==> config.mk <==
export PLATFORM = sky130hd
export DESIGN_NAME = stick_command_conditioner
export DESIGN_NICKNAME = d
export VERILOG_FILES = /design/src/rtl/scc_pkg.sv /design/src/rtl/scc_front.sv /design/src/rtl/scc_queue.sv /design/src/rtl/scc_back.sv /design/src/rtl/stick_command_conditioner.sv
export SDC_FILE = /design/constraint.sdc
export NUM_CORES = 2
export LEC_CHECK = 0
export BUFFER_PORTS_ARGS = -buffer_cell sky130_fd_sc_hd__clkbuf_2
export CORE_ASPECT_RATIO = 1.25
export CORE_UTILIZATION = 60
export DETAILED_ROUTE_END_ITERATION = 6
export PLACE_DENSITY = 0.78
export REMOVE_ABC_BUFFERS = 1
export SETUP_SLACK_MARGIN = 0.1
export SLEW_MARGIN = 10
export SYNTH_ARGS = -nofsm -noshare
export SYNTH_HDL_FRONTEND = slang
export SYNTH_SLANG_ARGS = --single-unit
==> constraint.sdc <==
create_clock -name i_clk -period 9.9 [get_ports i_clk]
set_clock_uncertainty 0.1 [all_clocks]
set_input_delay 0.99 -clock i_clk [delete_from_list [all_inputs] [get_ports i_clk]]
set_output_delay 0.99 -clock i_clk [all_outputs]
set_load 0.03 [all_outputs]
==> src/rtl/scc_pkg.sv <==
// ============================================================================
// scc_pkg - stick command conditioner shared definitions
// Types, constants and register indexes used by the conditioner modules.
// ============================================================================
package scc_pkg;

    // Stick reading width: default and the widest supported value
    localparam int STICK_BITS_DEF = 12;
    localparam int STICK_BITS_MAX = 16;

    // Signed deviation width, wide enough for the widest stick
    localparam int DEV_W  = STICK_BITS_MAX + 1;
    // Product of a deviation and a 16-bit unsigned full scale
    localparam int PROD_W = 2 * DEV_W;

    // Configuration port
    localparam int CFG_IDX_W  = 4;
    localparam int CFG_DATA_W = 16;

    localparam logic [CFG_IDX_W-1:0] CFG_MAX_TILT   = 4'd0;
    localparam logic [CFG_IDX_W-1:0] CFG_MAX_YAW    = 4'd1;
    localparam logic [CFG_IDX_W-1:0] CFG_ALT_STEP   = 4'd2;
    localparam logic [CFG_IDX_W-1:0] CFG_TOGGLE_CNT = 4'd3;

    // Register reset values
    localparam logic [14:0] MAX_TILT_RST   = 15'd5120;
    localparam logic [15:0] MAX_YAW_RST    = 16'd23040;
    localparam logic [10:0] ALT_STEP_RST   = 11'd16;
    localparam logic [7:0]  TOGGLE_CNT_RST = 8'd3;

    // Deadzone bounds (exclusive) and throttle thresholds
    localparam logic [DEV_W-1:0] ROLL_DZ_LO  = 17'd2050;
    localparam logic [DEV_W-1:0] ROLL_DZ_HI  = 17'd2150;
    localparam logic [DEV_W-1:0] PITCH_DZ_LO = 17'd2000;
    localparam logic [DEV_W-1:0] PITCH_DZ_HI = 17'd2100;
    localparam logic [DEV_W-1:0] YAW_DZ_LO   = 17'd1000;
    localparam logic [DEV_W-1:0] YAW_DZ_HI   = 17'd3000;
    localparam logic [DEV_W-1:0] CLIMB_DOWN_TH = 17'd2000;
    localparam logic [DEV_W-1:0] CLIMB_UP_TH   = 17'd2200;

    // Altitude store
    localparam logic [14:0] ALT_RST = 15'd800;
    localparam logic [14:0] ALT_MAX = 15'd19200;

    // Mismatch counter saturation
    localparam logic [7:0] COUNT_MAX = 8'd255;

    typedef enum logic [1:0] {
        CLIMB_HOLD = 2'd0,
        CLIMB_DOWN = 2'd1,
        CLIMB_UP   = 2'd2
    } t_climb;

    // Classified packet handed from front to back
    typedef struct packed {
        logic signed [DEV_W-1:0] roll_dev;
        logic signed [DEV_W-1:0] pitch_dev;
        logic signed [DEV_W-1:0] yaw_dev;
        t_climb                  climb;
        logic                    want_on;
    } t_item;

    // Configuration register set
    typedef struct packed {
        logic [14:0] max_tilt;
        logic [15:0] max_yaw;
        logic [10:0] alt_step;
        logic [7:0]  toggle_cnt;
    } t_cfg;

    // Queue status toward front and back
    typedef struct packed {
        logic full;
        logic empty;
    } t_q_stat;

endpackage

==> src/rtl/scc_front.sv <==
// ============================================================================
// scc_front - packet classifier
// Applies stick deadzones, forms signed deviations, classifies the throttle
// and the start word, and pushes the result into the queue.
// ============================================================================
module scc_front #(
    parameter int STICK_BITS = scc_pkg::STICK_BITS_DEF
) (
    input  logic                  i_valid,
    input  logic [STICK_BITS-1:0] i_stick_roll,
    input  logic [STICK_BITS-1:0] i_stick_pitch,
    input  logic [STICK_BITS-1:0] i_stick_climb,
    input  logic [STICK_BITS-1:0] i_stick_yaw,
    input  logic [15:0]           i_start_word,
    input  scc_pkg::t_q_stat      i_q_stat,
    output logic                  o_stall,
    output logic                  o_push,
    output scc_pkg::t_item        o_item
);

    localparam logic [scc_pkg::DEV_W-1:0] CENTRE =
        scc_pkg::DEV_W'(1) << (STICK_BITS - 1);

    logic [scc_pkg::DEV_W-1:0] roll_ext;
    logic [scc_pkg::DEV_W-1:0] pitch_ext;
    logic [scc_pkg::DEV_W-1:0] climb_ext;
    logic [scc_pkg::DEV_W-1:0] yaw_ext;
    logic roll_dz;
    logic pitch_dz;
    logic yaw_dz;

    assign roll_ext  = scc_pkg::DEV_W'(i_stick_roll);
    assign pitch_ext = scc_pkg::DEV_W'(i_stick_pitch);
    assign climb_ext = scc_pkg::DEV_W'(i_stick_climb);
    assign yaw_ext   = scc_pkg::DEV_W'(i_stick_yaw);

    assign roll_dz  = (roll_ext > scc_pkg::ROLL_DZ_LO) && (roll_ext < scc_pkg::ROLL_DZ_HI);
    assign pitch_dz = (pitch_ext > scc_pkg::PITCH_DZ_LO) &&
                      (pitch_ext < scc_pkg::PITCH_DZ_HI);
    assign yaw_dz   = (yaw_ext > scc_pkg::YAW_DZ_LO) && (yaw_ext < scc_pkg::YAW_DZ_HI);

    always_comb begin
        // Snap to centre inside a deadzone, which is a zero deviation
        o_item.roll_dev  = roll_dz  ? '0 : signed'(CENTRE - roll_ext);
        o_item.pitch_dev = pitch_dz ? '0 : signed'(pitch_ext - CENTRE);
        o_item.yaw_dev   = yaw_dz   ? '0 : signed'(yaw_ext - CENTRE);
        if (climb_ext < scc_pkg::CLIMB_DOWN_TH) begin
            o_item.climb = scc_pkg::CLIMB_DOWN;
        end else if (climb_ext > scc_pkg::CLIMB_UP_TH) begin
            o_item.climb = scc_pkg::CLIMB_UP;
        end else begin
            o_item.climb = scc_pkg::CLIMB_HOLD;
        end
        o_item.want_on = (i_start_word != 16'd0);
    end

    assign o_stall = i_q_stat.full;
    assign o_push  = i_valid && !i_q_stat.full;

endmodule

==> src/rtl/scc_queue.sv <==
// ============================================================================
// scc_queue - two-entry item queue
// Decouples the classifier from the executing back end.
// ============================================================================
module scc_queue (
    input  logic             i_clk,
    input  logic             i_rst_n,
    input  logic             i_push,
    input  scc_pkg::t_item   i_item,
    input  logic             i_pop,
    output scc_pkg::t_item   o_item,
    output scc_pkg::t_q_stat o_stat
);

    localparam logic [1:0] DEPTH = 2'd2;

    scc_pkg::t_item r_mem [2];
    logic       r_wr_ptr;
    logic       r_rd_ptr;
    logic [1:0] r_count;
    logic       n_wr_ptr;
    logic       n_rd_ptr;
    logic [1:0] n_count;

    always_comb begin
        n_wr_ptr = i_push ? !r_wr_ptr : r_wr_ptr;
        n_rd_ptr = i_pop  ? !r_rd_ptr : r_rd_ptr;
        n_count  = r_count;
        if (i_push && !i_pop) begin
            n_count = r_count + 2'd1;
        end else if (!i_push && i_pop) begin
            n_count = r_count - 2'd1;
        end
    end

    always_ff @(posedge i_clk) begin
        if (!i_rst_n) begin
            r_wr_ptr <= 1'b0;
            r_rd_ptr <= 1'b0;
            r_count  <= 2'd0;
        end else begin
            r_wr_ptr <= n_wr_ptr;
            r_rd_ptr <= n_rd_ptr;
            r_count  <= n_count;
        end
    end

    always_ff @(posedge i_clk) begin
        if (i_push) begin
            r_mem[r_wr_ptr] <= i_item;
        end
    end

    assign o_item       = r_mem[r_rd_ptr];
    assign o_stat.full  = (r_count == DEPTH);
    assign o_stat.empty = (r_count == 2'd0);

`ifndef NO_ASSERTIONS
    a_count_bound: assert property (@(posedge i_clk) disable iff (!i_rst_n)
        r_count <= DEPTH)
        else $error("queue count exceeds depth");

    a_no_pop_empty: assert property (@(posedge i_clk) disable iff (!i_rst_n)
        i_pop |-> r_count != 2'd0)
        else $error("pop from empty queue");

    a_push_grows: assert property (@(posedge i_clk) disable iff (!i_rst_n)
        (i_push && !i_pop) |=> r_count == $past(r_count) + 2'd1)
        else $error("push did not grow queue");
`endif

endmodule

==> src/rtl/scc_back.sv <==
// ============================================================================
// scc_back - target generator
// Scales deviations to angle targets, updates altitude and power state, and
// holds the result in the output register.
// ============================================================================
module scc_back #(
    parameter int STICK_BITS = scc_pkg::STICK_BITS_DEF
) (
    input  logic                i_clk,
    input  logic                i_rst_n,
    input  scc_pkg::t_cfg       i_cfg,
    input  scc_pkg::t_item      i_item,
    input  scc_pkg::t_q_stat    i_q_stat,
    output logic                o_pop,
    input  logic                i_out_stall,
    output logic                o_out_valid,
    output logic signed [15:0]  o_roll_target,
    output logic signed [15:0]  o_pitch_target,
    output logic signed [16:0]  o_yaw_target,
    output logic [14:0]         o_altitude_target,
    output logic                o_power_on
);

    localparam int SHIFT = STICK_BITS - 1;

    logic        r_out_valid;
    logic [14:0] r_alt;
    logic        r_on_flag;
    logic [7:0]  r_mismatch;
    logic [14:0] n_alt;
    logic        n_on_flag;
    logic [7:0]  n_mismatch;

    logic signed [scc_pkg::PROD_W-1:0] tilt_s;
    logic signed [scc_pkg::PROD_W-1:0] yaw_s;
    logic signed [scc_pkg::PROD_W-1:0] roll_p;
    logic signed [scc_pkg::PROD_W-1:0] pitch_p;
    logic signed [scc_pkg::PROD_W-1:0] yaw_p;
    logic signed [scc_pkg::PROD_W-1:0] roll_q;
    logic signed [scc_pkg::PROD_W-1:0] pitch_q;
    logic signed [scc_pkg::PROD_W-1:0] yaw_q;
    logic [15:0] alt_up;

    // Take the next item when the output register is free or being taken
    assign o_pop = !i_q_stat.empty && (!r_out_valid || !i_out_stall);

    always_comb begin
        tilt_s  = signed'({{(scc_pkg::PROD_W-15){1'b0}}, i_cfg.max_tilt});
        yaw_s   = signed'({{(scc_pkg::PROD_W-16){1'b0}}, i_cfg.max_yaw});
        roll_p  = scc_pkg::PROD_W'(i_item.roll_dev) * tilt_s;
        pitch_p = scc_pkg::PROD_W'(i_item.pitch_dev) * tilt_s;
        yaw_p   = scc_pkg::PROD_W'(i_item.yaw_dev) * yaw_s;
        // Arithmetic shift floors toward minus infinity
        roll_q  = roll_p >>> SHIFT;
        pitch_q = pitch_p >>> SHIFT;
        yaw_q   = yaw_p >>> SHIFT;
    end

    always_comb begin
        alt_up = {1'b0, r_alt} + 16'(i_cfg.alt_step);
        n_alt  = r_alt;
        case (i_item.climb)
            scc_pkg::CLIMB_DOWN: begin
                n_alt = (r_alt < 15'(i_cfg.alt_step)) ? 15'd0 : r_alt - 15'(i_cfg.alt_step);
            end
            scc_pkg::CLIMB_UP: begin
                n_alt = (alt_up > 16'(scc_pkg::ALT_MAX)) ? scc_pkg::ALT_MAX : alt_up[14:0];
            end
            default: begin
                n_alt = r_alt;
            end
        endcase
    end

    always_comb begin
        if (i_item.want_on != r_on_flag) begin
            n_mismatch = (r_mismatch == scc_pkg::COUNT_MAX) ? r_mismatch : r_mismatch + 8'd1;
        end else begin
            n_mismatch = 8'd0;
        end
        n_on_flag = (n_mismatch >= i_cfg.toggle_cnt) ? !r_on_flag : r_on_flag;
    end

    always_ff @(posedge i_clk) begin
        if (!i_rst_n) begin
            r_out_valid <= 1'b0;
            r_alt       <= scc_pkg::ALT_RST;
            r_on_flag   <= 1'b0;
            r_mismatch  <= 8'd0;
        end else begin
            if (o_pop) begin
                r_out_valid <= 1'b1;
                r_alt       <= n_alt;
                r_on_flag   <= n_on_flag;
                r_mismatch  <= n_mismatch;
            end else if (!i_out_stall) begin
                r_out_valid <= 1'b0;
            end
        end
    end

    always_ff @(posedge i_clk) begin
        if (o_pop) begin
            o_roll_target  <= roll_q[15:0];
            o_pitch_target <= pitch_q[15:0];
            o_yaw_target   <= yaw_q[16:0];
        end
    end

    assign o_out_valid       = r_out_valid;
    assign o_altitude_target = r_alt;
    assign o_power_on        = r_on_flag;

`ifndef NO_ASSERTIONS
    a_alt_range: assert property (@(posedge i_clk) disable iff (!i_rst_n)
        r_alt <= scc_pkg::ALT_MAX)
        else $error("altitude target above limit");

    a_flag_hold: assert property (@(posedge i_clk) disable iff (!i_rst_n)
        !o_pop |=> $stable(r_on_flag) && $stable(r_alt))
        else $error("state changed without a transaction");

    a_match_clears: assert property (@(posedge i_clk) disable iff (!i_rst_n)
        (o_pop && (i_item.want_on == r_on_flag)) |=> r_mismatch == 8'd0)
        else $error("mismatch count not cleared on agreement");
`endif

endmodule

==> src/rtl/stick_command_conditioner.sv <==
// ============================================================================
// stick_command_conditioner - remote-control packet to flight targets
// Deadzones and scales roll, pitch and yaw sticks to angle targets, moves a
// stored altitude target with the throttle, and debounces the power flag.
// ============================================================================
//
//  Channel   Direction  Handshake                    Payload
//  --------  ---------  ---------------------------  -------------------------------
//  packet    in         i_in_valid / o_in_stall      four sticks, start word
//  targets   out        o_out_valid / i_out_stall    roll, pitch, yaw, altitude, power
//  config    in         i_cfg_valid / o_cfg_ready    register index, write data
//
//  One packet per cycle sustained while the queue is not full and the output
//  is not stalled. An accepted packet lands in a queue slot; the back end then
//  scales it and updates its state combinationally and loads the result into
//  its output register, which drives the target channel.
//  The two-entry queue between classifier and back end absorbs a stall on the
//  output; o_in_stall rises only when the queue is full.
//  Reset is synchronous and active low; there is no clearing pass, the block
//  accepts a packet as soon as reset is released. Config writes are always
//  ready.
//
module stick_command_conditioner #(
    parameter int STICK_BITS = scc_pkg::STICK_BITS_DEF
) (
    input  logic                           i_clk,
    input  logic                           i_rst_n,
    // packet channel
    input  logic                           i_in_valid,
    output logic                           o_in_stall,
    input  logic [STICK_BITS-1:0]          i_stick_roll,
    input  logic [STICK_BITS-1:0]          i_stick_pitch,
    input  logic [STICK_BITS-1:0]          i_stick_climb,
    input  logic [STICK_BITS-1:0]          i_stick_yaw,
    input  logic [15:0]                    i_start_word,
    // target channel
    output logic                           o_out_valid,
    input  logic                           i_out_stall,
    output logic signed [15:0]             o_roll_target,
    output logic signed [15:0]             o_pitch_target,
    output logic signed [16:0]             o_yaw_target,
    output logic [14:0]                    o_altitude_target,
    output logic                           o_power_on,
    // configuration channel
    input  logic                           i_cfg_valid,
    output logic                           o_cfg_ready,
    input  logic [scc_pkg::CFG_IDX_W-1:0]  i_cfg_index,
    input  logic [scc_pkg::CFG_DATA_W-1:0] i_cfg_data
);

    scc_pkg::t_cfg    r_cfg;
    scc_pkg::t_cfg    n_cfg;
    scc_pkg::t_item   front_item;
    scc_pkg::t_item   q_item;
    scc_pkg::t_q_stat q_stat;
    logic             push;
    logic             pop;

    // Register file: decode the index, ignore writes beyond the list
    assign o_cfg_ready = 1'b1;

    always_comb begin
        n_cfg = r_cfg;
        if (i_cfg_valid && o_cfg_ready) begin
            unique case (i_cfg_index)
                scc_pkg::CFG_MAX_TILT:   n_cfg.max_tilt   = i_cfg_data[14:0];
                scc_pkg::CFG_MAX_YAW:    n_cfg.max_yaw    = i_cfg_data[15:0];
                scc_pkg::CFG_ALT_STEP:   n_cfg.alt_step   = i_cfg_data[10:0];
                scc_pkg::CFG_TOGGLE_CNT: n_cfg.toggle_cnt = i_cfg_data[7:0];
                default:                 n_cfg = r_cfg;
            endcase
        end
    end

    always_ff @(posedge i_clk) begin
        if (!i_rst_n) begin
            r_cfg.max_tilt   <= scc_pkg::MAX_TILT_RST;
            r_cfg.max_yaw    <= scc_pkg::MAX_YAW_RST;
            r_cfg.alt_step   <= scc_pkg::ALT_STEP_RST;
            r_cfg.toggle_cnt <= scc_pkg::TOGGLE_CNT_RST;
        end else begin
            r_cfg <= n_cfg;
        end
    end

    // Front: classify the packet and push it
    scc_front #(
        .STICK_BITS (STICK_BITS)
    ) u_front (
        .i_valid       (i_in_valid),
        .i_stick_roll  (i_stick_roll),
        .i_stick_pitch (i_stick_pitch),
        .i_stick_climb (i_stick_climb),
        .i_stick_yaw   (i_stick_yaw),
        .i_start_word  (i_start_word),
        .i_q_stat      (q_stat),
        .o_stall       (o_in_stall),
        .o_push        (push),
        .o_item        (front_item)
    );

    // Queue: hold classified packets between front and back
    scc_queue u_queue (
        .i_clk   (i_clk),
        .i_rst_n (i_rst_n),
        .i_push  (push),
        .i_item  (front_item),
        .i_pop   (pop),
        .o_item  (q_item),
        .o_stat  (q_stat)
    );

    // Back: scale, advance altitude and power state, register the result
    scc_back #(
        .STICK_BITS (STICK_BITS)
    ) u_back (
        .i_clk             (i_clk),
        .i_rst_n           (i_rst_n),
        .i_cfg             (r_cfg),
        .i_item            (q_item),
        .i_q_stat          (q_stat),
        .o_pop             (pop),
        .i_out_stall       (i_out_stall),
        .o_out_valid       (o_out_valid),
        .o_roll_target     (o_roll_target),
        .o_pitch_target    (o_pitch_target),
        .o_yaw_target      (o_yaw_target),
        .o_altitude_target (o_altitude_target),
        .o_power_on        (o_power_on)
    );

endmodule

# After elaboration in Yosys (flattened, before gate mapping)

Memories as Yosys holds them, arrays and structs flattened. A register that Yosys moved wholly into a read port is not among the register bits.
Cells that the tools add are included.

Bits in registers: 128
Latch bits: 0
Bits in writable memories: 108
Bits in read-only memories: 0
Input bits: 89
Output and inout bits: 68
Memories: 1

Add/sub/neg operators: 8
Multipliers: 3
Div/mod/pow operators: 0
Magnitude comparators: 11
Equality and inequality tests: 9
Shift-type cells: 0
Mux-type cells: 18
Bitwise gates (word level): 0
Reductions and logical operators: 28

Memories:

| name          | depth | width | read ports | clocked after Yosys merged registers in | wr ports | line            | RTL |
|---|---|---|---|---|---|---|---|
| u_queue.r_mem | 2     | 54    | 1          | 1                                       | 1        | scc_queue.sv:17 | `scc_pkg::t_item r_mem [2];` |

Operators by type and width:

| operator                                                                        | count |
|---|---|
| 17-bit by 16-bit multiplier with 27-bit output                                  | 2 |
| 17-bit two-way mux                                                              | 3 |
| 12-bit less-than comparator (second input constant)                             | 3 |
| 15-bit two-way mux                                                              | 2 |
| 15-bit case mux with 2 select lines                                             | 1 |
| 17-bit by 17-bit multiplier with 28-bit output                                  | 1 |
| 12-bit by 12-bit subtractor with 13-bit output (second input constant)          | 2 |
| 12-bit > comparator (second input constant)                                     | 2 |
| 15-bit by 11-bit adder with 16-bit output                                       | 1 |
| 16-bit by 15-bit > comparator with 1-bit output (second input constant)         | 1 |
| 8-bit two-way mux                                                               | 2 |
| 16-bit nonzero test                                                             | 1 |
| 15-bit by 11-bit less-than comparator with 1-bit output                         | 1 |
| 15-bit by 11-bit subtractor with 15-bit output                                  | 1 |
| 12-bit by 12-bit subtractor with 13-bit output (first input constant)           | 1 |
| 12-bit by 10-bit > comparator with 1-bit output (second input constant)         | 1 |
| 12-bit by 11-bit > comparator with 1-bit output (second input constant)         | 1 |
| 12-bit by 11-bit less-than comparator with 1-bit output (second input constant) | 1 |
| 2-bit AND reduction                                                             | 6 |
| 1-bit logical NOT                                                               | 9 |
| 8-bit by 1-bit adder with 8-bit output (second input constant)                  | 1 |
| 4-bit by 2-bit == test with 1-bit output (second input constant)                | 2 |
| 8-bit == test (second input constant)                                           | 1 |
| 8-bit greater-or-equal comparator                                               | 1 |
| 14 further kinds                                                                | 30 |

# Longest topological paths before layout

Word-level depth: 7
Depth in mapped cells: 28
Depth with buffers taken out: 25

# Modules after synthesis

From an unflattened synthesis, not the netlist that was laid out.

Cells, all modules: 3804
Area total of the unflattened synthesis: 36130.9 µm²

Modules (own cells, without submodules):

| module                    | instances | cells each | area an instance (µm²) | sequential area each (µm²) |
|---|---|---|---|---|
| scc_back                  | 1         | 3274       | 29124.2                | 1971.9 |
| scc_queue                 | 1         | 190        | 4131.5                 | 3343.2 |
| stick_command_conditioner | 1         | 196        | 1956.9                 | 1001.0 |
| scc_front                 | 1         | 144        | 918.4                  | 0.0 |

# Worst setup path after synthesis

Ideal clock, no wire load.

Kind: reg2reg
Start: register (tool-made name)
End: register u_back.o_pitch_target[15], data pin
Library setup time: 0.158 ns
Arrival: 7.187 ns
Required time: 9.642 ns
Setup slack: 2.455 ns
Cell stages (with the launch flop): 25
Buffers on the path: 4
Period minus slack after synthesis: 7.445 ns
Path through: dfxtp_1 > clkbuf_1 > clkbuf_1 > clkbuf_1 > mux2_2 > clkbuf_1 > and2_1 > fa_1 > inv_1 > fa_1 > inv_1 > fa_1 > fa_1 > fa_1 > fa_1 > ha_1 > a21oi_1 > a21boi_0 > a21o_1 > a221oi_1 > a21o_1 > a21o_1 > nand3_1 > a2111o_1 > o211ai_1

RTL lines:

| item                   | line            | RTL |
|---|---|---|
| end signal: assignment | scc_back.sv:105 | `o_pitch_target <= pitch_q[15:0];` |
| end: declaration       | scc_back.sv:18  | `output logic signed [15:0] o_pitch_target,` |

==> results.cfg <==
[status]
run_status = finished clean

[hold_path]
hold-path-cell-count = 2
min_from = r_cfg[41]$_SDFFE_PN0P_
hold_path_class = reg2reg
holdPathEnd = r_cfg[41]$_SDFFE_PN0P_

[synth]
ys_ff_latch = 209
synth_top_cell_area_share = 0.367
synth.cell_area_sq_um = 31900
synthCells = 3377
yosys.area.top_type = fa_1
synth.area.top_cells = fa_1, edfxtp_1, ha_1
async_flop_share = 0
synthFlopType = edfxtp_1
syn_area_per_cell_sq_um = 9.45
ys.warnings.count = 0
yosysUniqueCellTypes = 83
synth_edf_count = 129
yosysSeqAreaShare = 0.172

[route]
top_layer_used = met4
vias = 23000
wl_per_cell_microns = 17.6
met3_length_microns = 3720
drtIter0Drc = 1272
route.detailed.drc = 0
wl_microns = 73000
wl_met2_microns = 38400
ant_nets = 0
wl_met1_microns = 27500
dr.pass1.iters = 5
via_per_inst = 5.54

[final_layout]
final_cell_mix = inv_1, fa_1, nand2_1
final_common_cell = inv_1
nNetsFinal = 4372
final_util = 0.649
drive_above_1_share = 0.0821
multiInputGateArea_sq_um = 23100
area_growth_pct = 6.84
regArea_sq_um = 5480
nFillCells = 4249
diodes = 0

[worst_setup_path]
path_class = reg2reg
ff2ff_path_depth = 25
critPathRequiredTime_ns = 10.20
start_kind = register
critPathCaptureType = register
cp_data_arrival_time_ns = 8.08
crit_slowest_cell = dfxtp_2
r2r_slack_ns = 2.12
r2r_end = u_back.o_pitch_target[15]$_DFFE_PP_
crit_fanout = 32
slowest_delay_ns = 0.55

[sta]
max_freq_mhz = 129
worst_slew_margin_rel = 0.286
rsz0062_at_grt = false
hold_ws_ns = 0.358
timing.final.crit_share = 0.786
finalSetupTns_ns = 0
hold_viol = 0
setup_viol = 0
slew_viol_final = 0
tightest_slew_ns = 1.07
period_minus_slack_ns = 7.78

[floorplan]
die-height_microns = 260
die_x_microns = 208
die-area_sq_um = 54100
start_util = 0.607
core_sq_um = 52600
row_count = 94
ios = 157

[global_routing]
antenna_found_initial = 0
grt_pass1_vias = 24900
grt_max_degree = 58
grtUsageTotal = 0.284
grt.overflow.total = 0
grt_pass1_wl_microns = 122000

[cts]
cts_max_level = 1
ctsHoldBuffers = 0
post_cts_buffers = 0
cts_resized = 0
clk_latency_ns = 0.56
cts_sinks = 209
cts_tree = done
cts_buffer_depth = 3
root_buffer = clkbuf_16
path_clk_slew_ns = 0.07
cts-buffers-inserted = 24

[power]
power.density_nw_per_um2 = 312
max-vdd-ir-drop_mv = 0.750
leakage_nw = 16.9

[placement]
dp_hpwl_microns = 57900
io_buffers = 155
gp_congestion = 0.931

[run]
cap_violations = 0
logic make-up after synthesis:
kind of cell / count (synthesis) / share of synthesized area
mux: 54 / 0.0184
flops: 209 / 0.172
other cells: 1 / 0.000117
simple gates: 998 / 0.152
xor+xnor: 100 / 0.0279
buf+inv: 894 / 0.105
compound gates: 292 / 0.0615
fa+ha+maj: 829 / 0.463
final cells by class:
cell class / count / share of cell area
repair buffers: 181 / 0.0285
inverters: 764 / 0.0841
clock inverters: 12 / 0.00367
well taps: 672 / 0.0246
clock buffers: 32 / 0.0216
multi-input cells: 2274 / 0.677
flip-flops and latches: 209 / 0.161
sequential cells by signal, summed over array words and instances (netlist names), named ones only:
register	cells
u_back.o_yaw_target	17
u_back.r_mismatch	8
u_back.o_altitude_target	15
r_cfg	50
u_back.o_pitch_target	16
u_queue.r_mem	80
u_back.o_power_on	1
u_queue.r_wr_ptr	1
u_queue.r_rd_ptr	1
u_back.o_roll_target	16
u_queue.r_count	2
u_back.o_out_valid	1
per-layer routing:
layer,track usage,vias up
li1,-,10500
met1,0.337,11500
met2,0.522,758
met3,0.0242,194
met4,0.129,0
met5,0,-
per-stage QoR:
step	cells	power, W	instance area [sq um]	setup slack [ns]
global placement	4100	0.00944	33200	2.23
floorplan	3247	0.00762	31400	2.44
detailed placement	4100	0.00965	33200	2.11
finish	4144	0.0106	34100	2.12
CTS	4144	0.0107	34100	2.09
global route	4144	0.0118	34100	1.69
cells in the mapped netlist (all sizes together) (9+ instances only):
| cell type | n |
|---|---|
| nor2 | 97 |
| and3 | 13 |
| a31oi | 12 |
| clkbuf | 121 |
| ha | 243 |
| nand3 | 38 |
| o31ai | 9 |
| a21oi | 113 |
| o21a | 10 |
| nor3 | 41 |
| nor2b | 42 |
| or3 | 14 |
| o211ai | 10 |
| nand2b | 21 |
| edfxtp | 129 |
| nand2 | 429 |
| buf | 9 |
| o21ai | 37 |
| a211oi | 10 |
| and2 | 264 |
| inv | 763 |
| fa | 586 |
| dfxtp | 80 |
| xnor2 | 64 |
| mux2 | 37 |
| mux2i | 17 |
| xor2 | 35 |
| a21o | 21 |
| nor4 | 13 |
report_power, final:
| part | switching [W] | leakage, nW | internal [W] |
|---|---|---|---|
| Sequential | 0.000109 | 1.86 | 0.00147 |
| Clock | 0.000407 | 0.419 | 0.000558 |
| Combinational | 0.00477 | 14.6 | 0.00333 |
worst max path at each step:
| stage | slack, ns | start | cells past startpoint | endpoint |
|---|---|---|---|---|
| after detailed placement | 2.11 | register | 25 | u_back.o_pitch_target[15]$_DFFE_PP_ |
| final | 2.12 | register | 25 | u_back.o_pitch_target[15]$_DFFE_PP_ |
| after global placement | 2.23 | register | 25 | u_back.o_pitch_target[15]$_DFFE_PP_ |
| after CTS | 2.09 | register | 25 | u_back.o_pitch_target[15]$_DFFE_PP_ |
| after floorplan | 2.44 | register | 24 | u_back.o_pitch_target[15]$_DFFE_PP_ |
| after global routing | 1.69 | register | 25 | u_back.o_pitch_target[15]$_DFFE_PP_ |
critical path: cells and delay by family (launching register included):
kind                       cells  cell delay (ns)
adders and majority gates      7             3.29
AOI/OAI and AO/OA              8             1.91
buffers and inverters          7             0.84
DFF                            1             0.55
muxes                          1             0.53
and+or+nand+nor                2             0.35
No activity file was read; power rests on OpenSTA's default activity.
